File: src/fsla_pkg.sv
// Shared types and constants for the free-list slot allocator.
// No dependencies; imported by fsla_queue and the top level.
package fsla_pkg;

  // Fixed field widths of the stream words
  localparam int unsigned SlotW  = 6;
  localparam int unsigned SizeW  = 7;
  localparam int unsigned InDataW  = 24;
  localparam int unsigned OutDataW = 16;

  // Operation issued to the free-list queue unit, one per cycle
  typedef enum logic [1:0] {
    QOP_NONE  = 2'd0,
    QOP_CLEAR = 2'd1,
    QOP_PUSH  = 2'd2,
    QOP_POP   = 2'd3
  } queue_op_e;

  typedef struct packed {
    queue_op_e        op;
    logic [SlotW-1:0] data;
  } queue_cmd_t;

  typedef struct packed {
    logic full;
    logic empty;
  } queue_status_t;

endpackage

File: src/fsla_queue.sv
// FIFO free list: slot-number memory with head/tail pointers and fill count.
// Executes one command (clear, push or pop) per cycle. Depends on fsla_pkg.
module fsla_queue #(
  parameter int unsigned SLOT_COUNT = 64
) (
  input  logic                        clk_i,
  input  logic                        rst_ni,
  input  fsla_pkg::queue_cmd_t        cmd_i,
  output fsla_pkg::queue_status_t     status_o,
  output logic [fsla_pkg::SlotW-1:0]  rd_data_o
);
  import fsla_pkg::*;

  localparam int unsigned AddrW = $clog2(SLOT_COUNT);
  localparam int unsigned CntW  = $clog2(SLOT_COUNT + 1);
  localparam logic [AddrW-1:0] LastIdx = AddrW'(SLOT_COUNT - 1);
  localparam logic [CntW-1:0]  Depth   = CntW'(SLOT_COUNT);

  logic [SlotW-1:0] mem [SLOT_COUNT];
  logic [AddrW-1:0] head_q, head_d, tail_q, tail_d;
  logic [CntW-1:0]  count_q, count_d;
  logic [SlotW-1:0] rd_data_q;
  logic             full, empty, do_push, do_pop;

  assign full    = (count_q == Depth);
  assign empty   = (count_q == '0);
  assign do_push = (cmd_i.op == QOP_PUSH) && !full;
  assign do_pop  = (cmd_i.op == QOP_POP) && !empty;

  // Pointer and count update
  always_comb begin
    head_d  = head_q;
    tail_d  = tail_q;
    count_d = count_q;
    unique case (cmd_i.op)
      QOP_CLEAR: begin
        head_d  = '0;
        tail_d  = '0;
        count_d = '0;
      end
      QOP_PUSH: begin
        if (do_push) begin
          tail_d  = (tail_q == LastIdx) ? '0 : tail_q + 1'b1;
          count_d = count_q + 1'b1;
        end
      end
      QOP_POP: begin
        if (do_pop) begin
          head_d  = (head_q == LastIdx) ? '0 : head_q + 1'b1;
          count_d = count_q - 1'b1;
        end
      end
      default: ;
    endcase
  end

  always_ff @(posedge clk_i or negedge rst_ni) begin
    if (!rst_ni) begin
      head_q  <= '0;
      tail_q  <= '0;
      count_q <= '0;
    end else begin
      head_q  <= head_d;
      tail_q  <= tail_d;
      count_q <= count_d;
    end
  end

  // Single-port memory: write on push, registered read on pop
  always_ff @(posedge clk_i) begin
    if (do_push) begin
      mem[tail_q] <= cmd_i.data;
    end else if (do_pop) begin
      rd_data_q <= mem[head_q];
    end
  end

  assign status_o.full  = full;
  assign status_o.empty = empty;
  assign rd_data_o      = rd_data_q;

endmodule

File: src/fifo_free_list_slot_allocator_unit.sv
// Top level of the free-list slot allocator: stream ports, sequencer,
// high-water counter and output register. Depends on fsla_pkg, fsla_queue.
//
// Usage:
//   Slave stream carries one operation per word: an optional start (clear
//   free list and high-water count), then up to three slot releases
//   (left, right, other) pushed in that order onto a FIFO free list.
//   Master stream returns one word per operation: the assigned slot (oldest
//   free entry, else a freshly created one), the buffer size so far, and
//   the exhausted and overflow flags.
//   Each word passes through the accept step, three push steps and one pop
//   step through the single-ported free-list memory, and a final step for
//   its registered read data. The input is not ready during that time; the
//   result enters the output register from that final step once it is free.
//   The output register holds a result while the receiver stalls; the next
//   word is accepted meanwhile, and the sequencer waits in its last step
//   only if the previous result has not yet been taken.
//   Reset empties the free list and clears the high-water count; the list
//   memory itself is not cleared and needs no clearing pass.
module fifo_free_list_slot_allocator_unit #(
  parameter int unsigned SLOT_COUNT = 64
) (
  input  logic                           clk_i,
  input  logic                           rst_ni,
  input  logic                           s_axis_tvalid,
  output logic                           s_axis_tready,
  // [0] start_req, [1] left_valid, [7:2] left_slot, [8] right_valid,
  // [14:9] right_slot, [15] other_valid, [21:16] other_slot, [23:22] zero
  input  logic [fsla_pkg::InDataW-1:0]   s_axis_tdata,
  output logic                           m_axis_tvalid,
  input  logic                           m_axis_tready,
  // [5:0] slot, [12:6] buffer_size, [13] exhausted, [14] overflow, [15] zero
  output logic [fsla_pkg::OutDataW-1:0]  m_axis_tdata
);
  import fsla_pkg::*;

  localparam int unsigned CntW = $clog2(SLOT_COUNT + 1);
  localparam logic [CntW-1:0] MaxCreated = CntW'(SLOT_COUNT);

  typedef enum logic [2:0] {
    S_IDLE,
    S_LEFT,
    S_RIGHT,
    S_OTHER,
    S_ALLOC,
    S_DONE
  } state_e;

  state_e           state_q;
  logic [CntW-1:0]  created_q;
  logic [2:0]       rel_valid_q;
  logic [SlotW-1:0] rel_slot_q [3];
  logic             from_queue_q, exhausted_q, overflow_q;
  logic [SlotW-1:0] slot_q;
  logic             m_valid_q;
  logic [SlotW-1:0] m_slot_q;
  logic [SizeW-1:0] m_size_q;
  logic             m_exh_q, m_ovf_q;

  queue_cmd_t       qcmd;
  queue_status_t    qstat;
  logic [SlotW-1:0] q_rd_data;
  logic             s_accept, out_free;
  logic [1:0]       push_idx;

  assign s_axis_tready = (state_q == S_IDLE);
  assign s_accept      = s_axis_tvalid && s_axis_tready;
  assign out_free      = !m_valid_q || m_axis_tready;

  // Which release the current push step handles
  always_comb begin
    unique case (state_q)
      S_RIGHT: push_idx = 2'd1;
      S_OTHER: push_idx = 2'd2;
      default: push_idx = 2'd0;
    endcase
  end

  // Command to the queue unit
  always_comb begin
    qcmd.op   = QOP_NONE;
    qcmd.data = rel_slot_q[push_idx];
    unique case (state_q)
      S_IDLE: if (s_accept && s_axis_tdata[0]) qcmd.op = QOP_CLEAR;
      S_LEFT, S_RIGHT, S_OTHER: if (rel_valid_q[push_idx]) qcmd.op = QOP_PUSH;
      S_ALLOC: if (!qstat.empty) qcmd.op = QOP_POP;
      default: ;
    endcase
  end

  fsla_queue #(
    .SLOT_COUNT (SLOT_COUNT)
  ) u_queue (
    .clk_i     (clk_i),
    .rst_ni    (rst_ni),
    .cmd_i     (qcmd),
    .status_o  (qstat),
    .rd_data_o (q_rd_data)
  );

  // Sequencer, high-water count and output register
  always_ff @(posedge clk_i or negedge rst_ni) begin
    if (!rst_ni) begin
      state_q   <= S_IDLE;
      created_q <= '0;
      m_valid_q <= 1'b0;
    end else begin
      if (m_valid_q && m_axis_tready && (state_q != S_DONE)) begin
        m_valid_q <= 1'b0;
      end
      unique case (state_q)
        S_IDLE: begin
          if (s_accept) begin
            if (s_axis_tdata[0]) created_q <= '0;
            state_q <= S_LEFT;
          end
        end
        S_LEFT:  state_q <= S_RIGHT;
        S_RIGHT: state_q <= S_OTHER;
        S_OTHER: state_q <= S_ALLOC;
        S_ALLOC: begin
          if (qstat.empty && (created_q != MaxCreated)) begin
            created_q <= created_q + 1'b1;
          end
          state_q <= S_DONE;
        end
        S_DONE: begin
          if (out_free) begin
            m_valid_q <= 1'b1;
            state_q   <= S_IDLE;
          end
        end
        default: state_q <= S_IDLE;
      endcase
    end
  end

  // Per-word working registers and result payload
  always_ff @(posedge clk_i) begin
    if (s_accept) begin
      rel_valid_q   <= {s_axis_tdata[15], s_axis_tdata[8], s_axis_tdata[1]};
      rel_slot_q[0] <= s_axis_tdata[7:2];
      rel_slot_q[1] <= s_axis_tdata[14:9];
      rel_slot_q[2] <= s_axis_tdata[21:16];
      overflow_q    <= 1'b0;
    end
    if (qcmd.op == QOP_PUSH && qstat.full) begin
      overflow_q <= 1'b1;
    end
    if (state_q == S_ALLOC) begin
      from_queue_q <= !qstat.empty;
      exhausted_q  <= qstat.empty && (created_q == MaxCreated);
      slot_q       <= (qstat.empty && (created_q != MaxCreated)) ?
                      SlotW'(created_q) : '0;
    end
    if (state_q == S_DONE && out_free) begin
      m_slot_q <= from_queue_q ? q_rd_data : slot_q;
      m_size_q <= SizeW'(created_q);
      m_exh_q  <= exhausted_q;
      m_ovf_q  <= overflow_q;
    end
  end

  assign m_axis_tvalid = m_valid_q;
  assign m_axis_tdata  = {1'b0, m_ovf_q, m_exh_q, m_size_q, m_slot_q};

  // A result appears only out of the last sequencer step
  a_valid_from_done: assert property (@(posedge clk_i) disable iff (!rst_ni)
    $rose(m_valid_q) |-> $past(state_q == S_DONE))
    else $error("result raised outside the final step");

  // Exhausted results always carry slot zero
  a_exh_slot_zero: assert property (@(posedge clk_i) disable iff (!rst_ni)
    (m_valid_q && m_exh_q) |-> (m_slot_q == '0))
    else $error("exhausted result with nonzero slot");

  // High-water count never passes the number of slots
  a_created_bound: assert property (@(posedge clk_i) disable iff (!rst_ni)
    created_q <= MaxCreated)
    else $error("created count beyond slot count");

  // A held result is not lost while the receiver stalls
  a_hold_stall: assert property (@(posedge clk_i) disable iff (!rst_ni)
    (m_valid_q && !m_axis_tready) |=> m_valid_q && $stable(m_axis_tdata))
    else $error("stalled result changed");

endmodule

File: config.mk
export PLATFORM = sky130hd
export DESIGN_NAME = fifo_free_list_slot_allocator_unit
export DESIGN_NICKNAME = d
export VERILOG_FILES = /design/src/fsla_pkg.sv /design/src/fsla_queue.sv /design/src/fifo_free_list_slot_allocator_unit.sv
export SDC_FILE = /design/constraint.sdc
export NUM_CORES = 1
export LEC_CHECK = 0
export ABC_AREA = 0
export BUFFER_PORTS_ARGS = -buffer_cell sky130_fd_sc_hd__buf_2
export CORE_ASPECT_RATIO = 0.9
export CORE_MARGIN = 5
export CORE_UTILIZATION = 65
export CTS_CLUSTER_DIAMETER = 80
export DETAILED_ROUTE_END_ITERATION = 8
export PLACE_DENSITY = 0.8
export SLEW_MARGIN = 10
export SYNTH_ARGS = -nofsm -noshare
export SYNTH_HDL_FRONTEND = slang
export SYNTH_SLANG_ARGS = --single-unit
File: constraint.sdc
create_clock -name clk_i -period 9.36 [get_ports clk_i]
set_input_delay 2.808 -clock clk_i [delete_from_list [all_inputs] [get_ports clk_i]]
set_output_delay 2.808 -clock clk_i [all_outputs]
set_load 0.005 [all_outputs]
# After elaboration in Yosys (flattened, before gate mapping)
# Memories as Yosys holds them, arrays and structs flattened. A register that Yosys moved wholly into a read port is not among the register bits.
# Index checks and enable logic that the tools add are counted.
[word_totals]
memories = 2
elab_cells = 102
ram_bits = 402
inputBits = 28
reg_bits = 57
[mem_list]
columns = ["memory", "depth", "word_bits", "rd", "rd_clocked_by_memory_dff", "wr", "line", "text"]
rows = [
  ["u_queue.mem", 64, 6, 1, 1, 1, "fsla_queue.sv:19", "logic [SlotW-1:0] mem [SLOT_COUNT];"],
  ["rel_slot_q", 3, 6, 1, 0, 3, "fifo_free_list_slot_allocator_unit.sv:52", "logic [SlotW-1:0] rel_slot_q [3];"],
]
[op_classes]
bitwise = 1
add_sub_neg = 5
n_eq_ne = 20
n_mux = 31
n_lt_le_gt_ge = 1
reduce_logical = 27
[op_table]
columns = ["cell", "count"]
rows = [
  ["$mux 7", 5],
  ["$mux 6", 5],
  ["$pmux 6 s2", 2],
  ["$pmux 7 s3", 1],
  ["$pmux 3 s6", 1],
  ["$add 7x1->7 const B", 2],
  ["$eq 7x7->1 const B", 2],
  ["$pmux 7 s2", 1],
  ["$add 6x1->6 const B", 2],
  ["$eq 6x6->1 const B", 2],
  ["$logic_and 1x1->1", 10],
  ["$mux 1", 9],
  ["$ne 2x1->1 const B", 4],
  ["$reduce_and 2->1", 4],
  ["$logic_not 7->1", 1],
  ["$ne 7x7->1 const B", 1],
  ["$sub 7x1->7 const B", 1],
  ["$eq 3x2->1 const B", 2],
  ["$eq 3x3->1 const B", 2],
  ["$mux 3", 2],
  ["$pmux 2 s3", 1],
  ["$reduce_bool 2->1", 3],
  ["$eq 2x2->1 const B", 2],
  ["$mux 2", 2],
  ["15 further kinds", 18],
]

# Logic depth before layout (Yosys ltp)
# Gate-level depths: netlist of run 1.
[logic_depth]
word_depth = 10
ltp_mapped = 11

# Modules after synthesis
# Synthesis of run 1 repeated with hierarchy kept, for this count alone.
[unflattened]
cells_unflattened = 1013
hier_area_um2 = 18815.5
[modules_own_cells]
columns = ["mod", "area_per_inst_um2", "n_inst", "seq_area_each_um2", "cells_each"]
rows = [
  ["fsla_queue", 16497.1, 1, 12186.7, 848],
  ["fifo_free_list_slot_allocator_unit", 2318.5, 1, 1616.6, 165],
]

# Worst setup path before layout of run 1
# No wires, ideal clock.
[synth_timing]
kind = "reg2reg"
startpoint = "reg state_q[2]"
endpoint = "mem u_queue.mem[0][2], data pin"
required_time_ns = 8.658
stages_incl_launch_ff = 5
synth_period_minus_slack_ns = 4.233
path_buffers = 2
setup_time_ns = 0.702
slack_ns = 5.127
arrival_time_ns = 3.531
path_cell_list = "dfrtp_1 > clkbuf_1 > nand2b_1 > clkbuf_1 > o21ai_0"
[synth_lines]
columns = ["element", "line", "text"]
rows = [
  ["from (decl)", "fifo_free_list_slot_allocator_unit.sv:49", "state_e state_q;"],
  ["from (signal assigned)", "fifo_free_list_slot_allocator_unit.sv:104", "state_q <= S_IDLE;"],
  ["from (signal assigned)", "fifo_free_list_slot_allocator_unit.sv:115", "state_q <= S_LEFT;"],
  ["from (signal assigned)", "fifo_free_list_slot_allocator_unit.sv:118", "S_LEFT: state_q <= S_RIGHT;"],
  ["to (decl)", "fsla_queue.sv:19", ""],
]

# Worst setup path in the final report of run 1
[layout_timing]
startpoint = "reg state_q[0]"
endpoint = "out s_axis_tready"
[layout_via]
elab_chain_cells = 1
[layout_lines]
columns = ["element", "line", "text"]
rows = [
  ["$logic_not 3->1", "fifo_free_list_slot_allocator_unit.sv:66", "assign s_axis_tready = (state_q == S_IDLE);"],
  ["to (decl)", "fifo_free_list_slot_allocator_unit.sv:26", "output logic s_axis_tready,"],
]
# Every way passes these cells.

==> flow_summary.ini, run 1 <==
[place]
place_area_sq_um = 19300
placement.setup.worst_slack_ns = 5.19
port-buffer-count = 42
dp.final_hpwl_microns = 23000
place.gp.congestion = 0.897

[sta]
max_clock_freq_mhz = 219
period_minus_slack_ns = 4.56
worst_clock_skew_ns = 0.0289
finalSetupViolations = 0
finalMaxSlewViolations = 0
grt_setup_unrepaired = false
fin_crit_sh = 0.488
hold_slack_ns = 0.420
final-hold-violation-count = 0
worstMarginPinSlew_ns = 1.07
setup_total_negative_slack_ns = 0
timing.final.ws_setup_ns = 4.80
max_slew_headroom = 0.267

[logic_synthesis]
syn_area_sq_um = 18800
cell_type_with_the_highest_aggregate_area_in_the_netlist = sky130_fd_sc_hd__edfxtp_1
yosys.area_share.xor_xnor = 0.00653
synth.yosys.seq_area_share = 0.735
synth-warning-count = 0
synth-seq-cells = 465
postSynthAreaPerCell_sq_um = 17.8
yosys.area.top_type_share = 0.694
number_of_enable_flip_flop_cells_after_synthesis = 434
synth_cells = 1056
combinational_family_with_the_most_area_after_synthesis = multiplexers
ys_dominant_reg_cell = sky130_fd_sc_hd__edfxtp_1
synth-adder-area-share = 0.00707
post_synth_mux_area_share = 0.123
synth.net_count = 1094
synth.distinct_cells = 62
synthTopCellsByArea = sky130_fd_sc_hd__edfxtp_1 (69%), sky130_fd_sc_hd__mux4_2 (9.6%), sky130_fd_sc_hd__dfrtp_1 (4.0%)
async_reset_ff_frac = 0.0645
synth_compound_gate_area_share = 0.0467
area_fraction_in_and_or_nand_and_nor_cells_after_synthesis = 0.0623

[clocking]
tritoncts = yes
cts-resized-gates = 0
clk_pin_slew_ns = 0.06
num_cts_buffers = 45
sink_count = 465
clock_tree.root_cell = sky130_fd_sc_hd__clkbuf_16
postCtsSetupBuffers = 0
cts.htree.levels = 2
cts_buffer_depth = 3
cts_hold_buf = 0
worst_skew_pair.late_latency_ns = 0.55

[power_and_ir_drop]
p_clk_frac = 0.289
power_switching_share = 0.309
power_density_nw_per_um2 = 303
internal_power_uw = 4350
standby_leakage_power_uw = 0.00673
p_comb_frac = 0.251
post-layout-total-power_uw = 6300
pwr-share-seq = 0.461
netSwitchingPower_uw = 1950
peakVddDrop_mv = 0.234

[floorplanning]
die-area_sq_um = 32400
die_x_microns = 189
initial_utilization = 0.654
num_io_pins = 46
die_h_microns = 171
core_area_sq_um = 28700
core.rowCount = 59

[routing]
routed-via-count = 9980
drc = 0
wl_microns = 38900
dr.first_iter.drc_count = 1336
wl_met3_microns = 3850
via_per_inst = 6.68
drtPass1Iterations = 6
route.antenna.remaining_nets = 0
met2_length_microns = 18300
top_layer = met5
wl_per_cell_microns = 26.0
route.layer.met1.wl_microns = 15500

[worst_setup_path]
arrival_ns = 1.76
endpoint_kind = primary output
crit_fanout = 13
worstSetupStartpoint = state_q[0]
rr_startpoint = u_queue.head_q[0]
crit_required_ns = 6.55
timing_worst_setup_path_type = flip-flop to primary output
cp-start-kind = flip-flop

[finish]
most_frequent_cells_in_the_layout = sky130_fd_sc_hd__edfxtp_1 (434), sky130_fd_sc_hd__nor2_1 (87), sky130_fd_sc_hd__mux4_2 (80)
antenna_cells_inserted = 0
drive_above_1_share = 0.210
flow.area_growth_from_synthesis_pct = 10.8
post-route-cell-area_sq_um = 20800
finish.net_count = 1129
layout.cells.most_common = sky130_fd_sc_hd__edfxtp_1

[grt]
grt_pass1_wl_microns = 60000
grt_antenna_before_repair = 1
maximum_number_of_pins_on_one_net_before_global_route_repair = 65
grt_use_total = 0.245
global_route.overflow_total = 0
grt_pass1_vias = 10100

[outcome]
run_status = finished clean

[hold_path]
min-delay-start = exhausted_q
min_path_type = flip-flop to flip-flop

[run]
max-cap-violations = 0
## state kept, by name, indices dropped and copies added (netlist names), 3 cells and up
signal and flops:
u_queue.mem 384, rel_slot_q 18, created_q 7, m_size_q 7
u_queue.count_q 7, m_slot_q 6, slot_q 6, u_queue.head_q 6
u_queue.rd_data_o 6, u_queue.tail_q 6, rel_valid_q 3, state_q 3
## path summary, 6_finish.rpt
check                                        to  slack, ns  cells after the start
setup / recovery                  s_axis_tready       4.80                      2
hold / removal                          m_exh_q       0.42                      0
setup reg to reg           u_queue.rd_data_o[3]       5.50                      6
hold reg to reg                         m_exh_q       0.42                      0
max in group asynchronous     u_queue.head_q[1]       6.44                      1
min in group asynchronous    u_queue.count_q[6]       2.35                      1
## power groups by stage
stage | clock network (uW) | logic, uW | registers [uW]
6_report | 1820 | 1580 | 2900
5_1_grt | 1930 | 1700 | 2920
4_1_cts | 1830 | 1570 | 2900
3_5_place_dp | 0 | 1550 | 2940
3_3_place_gp | 0 | 1500 | 2930
2_1_floorplan | 0 | 1150 | 2840
## kinds of logic after synthesis
family,count (synthesis)
compound gates,123
xor+xnor,14
buf+inv,79
fa+ha+maj,10
flops,465
simple gates,235
other cells,1
mux,129
## layer usage
layer | GRT usage | up-vias
met1 | 0.366 | 5002
met2 | 0.377 | 595
met4 | 0.0805 | 2
met3 | 0.0471 | 95
met5 | 0 | -
li1 | - | 4286
## critical path: stages (launching register included)
cell and delay (ns):
sky130_fd_sc_hd__dfrtp_1 0.60, sky130_fd_sc_hd__nor3_1 0.43, sky130_fd_sc_hd__buf_2 0.19
## through the flow
stage	util	instances
final	0.724	1493
after global routing	0.724	1493
after CTS	0.724	1493
after detailed placement	0.672	1410
after global placement	0.672	1410
after floorplan	-	1056
## final cells by class
class	instances	area, sq um
Clock buffer	53	1190
Tap cell	366	458
Timing Repair Buffer	58	330
Inverter	9	33.8
Fill cell	1649	7920
Multi-Input combinational cell	512	4680
Sequential cell	465	13800
Clock inverter	30	302
## cells in the mapped netlist, types with 8 or more instances
cell type / instances
sky130_fd_sc_hd__a211oi_1: 13
sky130_fd_sc_hd__a21oi_1: 10
sky130_fd_sc_hd__a22oi_1: 14
sky130_fd_sc_hd__a311oi_1: 8
sky130_fd_sc_hd__and2_1: 11
sky130_fd_sc_hd__buf_2: 22
sky130_fd_sc_hd__buf_4: 8
sky130_fd_sc_hd__clkbuf_1: 32
sky130_fd_sc_hd__dfrtp_1: 30
sky130_fd_sc_hd__edfxtp_1: 434
sky130_fd_sc_hd__ha_1: 9
sky130_fd_sc_hd__inv_1: 9
sky130_fd_sc_hd__mux2i_1: 41
sky130_fd_sc_hd__mux4_2: 80
sky130_fd_sc_hd__nand2_1: 43
sky130_fd_sc_hd__nand3_1: 12
sky130_fd_sc_hd__nor2_1: 87
sky130_fd_sc_hd__nor2b_1: 13
sky130_fd_sc_hd__nor3_1: 22
sky130_fd_sc_hd__o21ai_0: 19
sky130_fd_sc_hd__o22ai_1: 16
sky130_fd_sc_hd__xor2_1: 9
(Power assumes the default switching activity.)
==> run 2, diff against run 1 <==
CORE_UTILIZATION = 62   (was 65)
PLACE_DENSITY = 0.77   (was 0.8)
clock period = 4.3 ns   (was 9.36 ns; I/O delays follow)
==> run 2 against run 1 <==
Cell count grew 3.4%. Wire length grew 1.5%. Die area grew 4.6%. Clock skew shrank 0.0073 ns. Core utilization shrank 2.3 points. Combinational power grew 130%. Critical path depth grew 5. Sequential cell count is the same. Via count shrank 0.36%. Global-route usage shrank 1.2 points. Final area grew 0.71%. Critical endpoint is now u_queue.mem[32][3]. Largest power group unchanged. Highest routed layer is now met4.
==> flow_summary.ini, run 2 (synthesis results as in run 1) <==
[place]
dp.final_hpwl_microns = 24800
place.gp.congestion = 0.846
port-buffer-count = 42

[clocking]
cts.htree.levels = 2
clk_pin_slew_ns = 0.06
tritoncts = yes
num_cts_buffers = 45
postCtsSetupBuffers = 0
clock_tree.root_cell = sky130_fd_sc_hd__clkbuf_16
cts-resized-gates = 0
cts_hold_buf = 0
cts_buffer_depth = 3
sink_count = 465
worst_skew_pair.late_latency_ns = 0.55

[worst_setup_path]
slowest_delay_ns = 0.74
cp-start-kind = flip-flop
ff2ff_path_depth = 7
rr_startpoint = state_q[0]
worstSetupStartpoint = state_q[0]
arrival_ns = 3.79
setup.reg_to_reg.worst_slack_ns = 0.69
crit_required_ns = 4.48
cp_common_cell = sky130_fd_sc_hd__buf_4
timing.critical_path.cells = buf_4 > mux2_1 > a22oi_2 > or3_1 > buf_4 > or4_1 > nor2_1
endpoint_kind = flip-flop
crit_fanout = 18
timing.rr.end = u_queue.mem[32][3]
timing_worst_setup_path_type = flip-flop to flip-flop
cpMaxStageDelayCell = sky130_fd_sc_hd__or3_1

[finish]
fillers = 1863
flow.area_growth_from_synthesis_pct = 11.6
most_frequent_cells_in_the_layout = sky130_fd_sc_hd__edfxtp_1 (434), sky130_fd_sc_hd__nor2_1 (87), sky130_fd_sc_hd__mux4_2 (80)
antenna_cells_inserted = 0
layout.core_utilization = 0.701
largest_register_ff_count = 384
top_register_by_number_of_flip_flops = u_queue.mem
finish.net_count = 1144
drive_above_1_share = 0.217
reg.largest.list = u_queue.mem x384, rel_slot_q x18
layout.cells.most_common = sky130_fd_sc_hd__edfxtp_1

[power_and_ir_drop]
internal_power_uw = 9490
peakVddDrop_mv = 0.624
power_density_nw_per_um2 = 655
pwr-share-seq = 0.458
standby_leakage_power_uw = 0.00678
p_clk_frac = 0.278
p_comb_frac = 0.264
power_switching_share = 0.308
netSwitchingPower_uw = 4220
post-layout-total-power_uw = 13700

[floorplanning]
core_area_sq_um = 29900
die_h_microns = 175
core.rowCount = 60
die_x_microns = 193
die-area_sq_um = 33900
num_io_pins = 46
initial_utilization = 0.628

[sta]
finalMaxSlewViolations = 0
finalSetupViolations = 0
setup_total_negative_slack_ns = 0
max_clock_freq_mhz = 277
period_minus_slack_ns = 3.61
grt_setup_unrepaired = false
fin_crit_sh = 0.839
max_slew_headroom = 0.300
worstMarginPinSlew_ns = 1.04
final-hold-violation-count = 0
worst_clock_skew_ns = 0.0216

[routing]
wl_microns = 39500
via_per_inst = 6.44
drc = 0
wl_per_cell_microns = 25.6
drtPass1Iterations = 5
routed-via-count = 9944
route.antenna.remaining_nets = 0
dr.first_iter.drc_count = 1175

[hold_path]
min_path_type = flip-flop to flip-flop
whs_path_depth = 0
min-delay-start = exhausted_q
min_to = m_exh_q

[grt]
global_route.overflow_total = 0
grt_pass1_wl_microns = 60400
grt_use_total = 0.234
maximum_number_of_pins_on_one_net_before_global_route_repair = 65
grt_antenna_before_repair = 0
grt_pass1_vias = 10000

[run]
max-cap-violations = 0

[outcome]
run_status = finished clean
==> run 2: changes by cell type in the layout (fill, tap and decap cells not counted), moves of 3 or more <==
| cell | previous run | this run |
|---|---|---|
| sky130_fd_sc_hd__bufinv_16 | 6 | 3 |
| sky130_fd_sc_hd__buf_4 | 16 | 28 |
| sky130_fd_sc_hd__buf_12 | 0 | 3 |
| sky130_fd_sc_hd__clkbuf_1 | 5 | 9 |
| sky130_fd_sc_hd__clkinv_2 | 11 | 8 |
==> run 2: power groups by stage <==
stage | clock network (uW) | logic [uW] | registers (uW)
3_5_place_dp | 0 | 3550 | 6370
3_3_place_gp | 0 | 3450 | 6360
4_1_cts | 3860 | 3580 | 6280
6_report | 3810 | 3620 | 6280
2_1_floorplan | 0 | 2510 | 6180
5_1_grt | 4050 | 3880 | 6330
==> run 2: per-stage QoR <==
stage	area [sq um]	std cells	hold slack (ns)	setup slack [ns]
after floorplan	18800	1056	0.400	0.0669
after global placement	19500	1461	0.411	0.828
after detailed placement	19500	1461	0.415	0.776
after CTS	20900	1543	0.424	0.740
after global routing	20900	1544	0.428	0.618
final	20900	1544	0.428	0.691
==> run 2: worst max-delay path, delay by kind of cell (launching register included) <==
kind	cells	cell delay, ns
AO/OA/AOI/OAI	1	0.15
buffers and inverters	2	0.54
AND/OR/NAND/NOR	3	1.94
multiplexers	1	0.23
flip-flops	1	0.39
==> run 2: area by class of cell <==
class,instances,area (sq um),share of cell area
timing repair buffer,73,480,0.0229
inverter,9,33.8,0.00161
tap,403,504,0.0241
clock inverter,24,204,0.00974
clock buffer,58,1240,0.0591
multi-input combinational,512,4670,0.223
sequential,465,13800,0.659
==> run 2: worst max path at each step <==
| stage | endpoint | slack [ns] | cells after the start |
|---|---|---|---|
| finish | u_queue.mem[32][3] | 0.69 | 7 |
| floorplan | u_queue.mem[0][2] | 0.07 | 4 |
| detailed placement | u_queue.mem[56][1] | 0.78 | 7 |
| CTS | u_queue.mem[32][1] | 0.74 | 7 |
| global placement | u_queue.mem[56][2] | 0.83 | 7 |
| global route | u_queue.mem[32][3] | 0.62 | 7 |
==> run 2: metal layers <==
layer / track usage / share of wire / up-vias
li1: - / - / 4315
met1: 0.346 / 0.41 / 5112
met2: 0.365 / 0.48 / 446
met3: 0.0386 / 0.082 / 71
met4: 0.0749 / 0.028 / 0
met5: 0 / 0 / -
==> run 3, diff against run 2 <==
CORE_UTILIZATION = 56   (was 62)
PLACE_DENSITY = 0.73   (was 0.77)
clock period = 2.9 ns   (was 4.3 ns; I/O delays follow)
==> run 3 against run 2 <==
Total power increased by 52%. Sequential cell count is the same. Worst hold slack got worse by 0.067 ns. First-iteration DRC count is 26% lower. Setup slack got worse by 0.55 ns. Non-clock buffer count grew 77. Largest cell class unchanged.
==> flow_summary.ini, run 3 (synthesis results as in run 1) <==
[finish]
flow.area_growth_from_synthesis_pct = 15.4
drive_above_1_share = 0.268
fillers = 2173
antenna_cells_inserted = 0
most_frequent_cells_in_the_layout = sky130_fd_sc_hd__edfxtp_1 (434), sky130_fd_sc_hd__buf_4 (95), sky130_fd_sc_hd__nor2_1 (87)
reg.largest.list = u_queue.mem x384, rel_slot_q x18
finish.net_count = 1222
post-route-cell-area_sq_um = 21700
multi_input_comb_area_sq_um = 4690
layout.cells.most_common = sky130_fd_sc_hd__edfxtp_1
top_register_by_number_of_flip_flops = u_queue.mem
largest_register_ff_count = 384
seq_area_sq_um = 13800

[place]
port-buffer-count = 42
place_area_sq_um = 20200
place.gp.congestion = 0.836
dp.final_hpwl_microns = 25400

[clocking]
cts_buffer_depth = 3
tritoncts = yes
sink_count = 465
cts.htree.levels = 2
worst_skew_pair.late_latency_ns = 0.56
cts_hold_buf = 0
clock_tree.root_cell = sky130_fd_sc_hd__clkbuf_16
clk_pin_slew_ns = 0.06
num_cts_buffers = 46

[routing]
route.antenna.remaining_nets = 0
dr.first_iter.drc_count = 872
wl_microns = 39500
via_per_inst = 6.11
wl_per_cell_microns = 24.1
drtPass1Iterations = 5
drc = 0
routed-via-count = 10000

[sta]
finalSetupViolations = 0
fin_crit_sh = 0.951
worst_clock_skew_ns = 0.0294
final-hold-violation-count = 0
max_slew_headroom = 0.287
worstMarginPinSlew_ns = 1.06
finalMaxSlewViolations = 0
max_clock_freq_mhz = 363
grt_setup_unrepaired = false
period_minus_slack_ns = 2.76

[worst_setup_path]
cpMaxStageDelayCell = sky130_fd_sc_hd__or4_1
cp-start-kind = flip-flop
timing.critical_path.cells = nor4_2 > buf_4 > and3_1 > or3_1 > buf_12 > or4_1 > nor4_2 > buf_4
arrival_ns = 3.01
crit_required_ns = 3.16
timing_worst_setup_path_type = flip-flop to flip-flop
endpoint_kind = flip-flop
crit_fanout = 22
slowest_delay_ns = 0.57

[grt]
maximum_number_of_pins_on_one_net_before_global_route_repair = 65
grt_use_total = 0.215
grt_antenna_before_repair = 0
grt_pass1_wl_microns = 61000
global_route.overflow_total = 0
grt_pass1_vias = 10300

[floorplanning]
core.rowCount = 63
die_h_microns = 184
die_x_microns = 203
initial_utilization = 0.568
num_io_pins = 46
die-area_sq_um = 37300
core_area_sq_um = 33000

[power_and_ir_drop]
power_density_nw_per_um2 = 961
post-layout-total-power_uw = 20800
peakVddDrop_mv = 0.877
standby_leakage_power_uw = 0.00721

[hold_path]
min_path_type = input pin to async pin

[run]
max-cap-violations = 0

[outcome]
run_status = finished clean
## run 3: cell count changes in the layout (fill, tap and decap cells not counted), sizes merged
cell | previous run | this run
clkbuf | 58 | 57
clkinv | 16 | 15
inv | 10 | 11
buf | 73 | 150
## run 3: area by class of cell
| class | instances | share of cell area |
|---|---|---|
| flip-flops and latches | 465 | 0.638 |
| multi-input cells | 512 | 0.217 |
| clock buffers | 57 | 0.0550 |
| repair buffers | 150 | 0.0544 |
| well taps | 422 | 0.0244 |
| clock inverters | 24 | 0.0105 |
| inverters | 9 | 0.00156 |
## run 3: path summary, 6_finish.rpt
check / startpoint / to / slack, ns / cells after the start
setup / recovery: u_queue.count_q[4] / u_queue.mem[0][0] / 0.14 / 8
hold / removal: rst_ni / created_q[6] / 0.36 / 1
setup reg to reg: u_queue.count_q[4] / u_queue.mem[0][0] / 0.14 / 8
hold reg to reg: exhausted_q / m_exh_q / 0.43 / 0
max in group asynchronous: rst_ni / u_queue.head_q[1] / 1.96 / 1
min in group clk_i: exhausted_q / m_exh_q / 0.43 / 0
## run 3: through the flow
step / TNS, ns / utilization / setup WS [ns] / instances / hold WS (ns)
CTS: 0 / 0.655 / 0.0974 / 1638 / 0.381
detailed placement: 0 / 0.612 / 0.189 / 1557 / 0.410
floorplan: -74.36 / - / -0.252 / 1056 / 0.400
global placement: 0 / 0.612 / 0.202 / 1557 / 0.413
finish: 0 / 0.656 / 0.143 / 1639 / 0.361
global route: 0 / 0.656 / 0.0231 / 1639 / 0.427
## run 3: report_power, final
part	leakage [uW]	internal, uW	switching (uW)
clock network	0.000682	3200	2410
logic	0.00220	2480	3660
registers	0.00433	8720	340
total	0.00721	14400	6410
## run 3: layer usage
| metal | routed length (microns) | track usage |
|---|---|---|
| met5 | 0 | 0 |
| met4 | 604 | 0.0445 |
| met3 | 3160 | 0.0422 |
| met2 | 19100 | 0.346 |
| met1 | 16600 | 0.314 |
## run 3: what timing repair did
action	in CTS	in global routing
setup buffers	0	1
gates resized for setup	0	4
endpoints found under the hold margin	0	0
endpoints found under the setup margin	0	2
## run 3: critical path: cells and delay by family (launching register included)
family,cells,cell delay (ns)
flops,1,0.41
simple gates,5,1.46
buf+inv,3,0.56
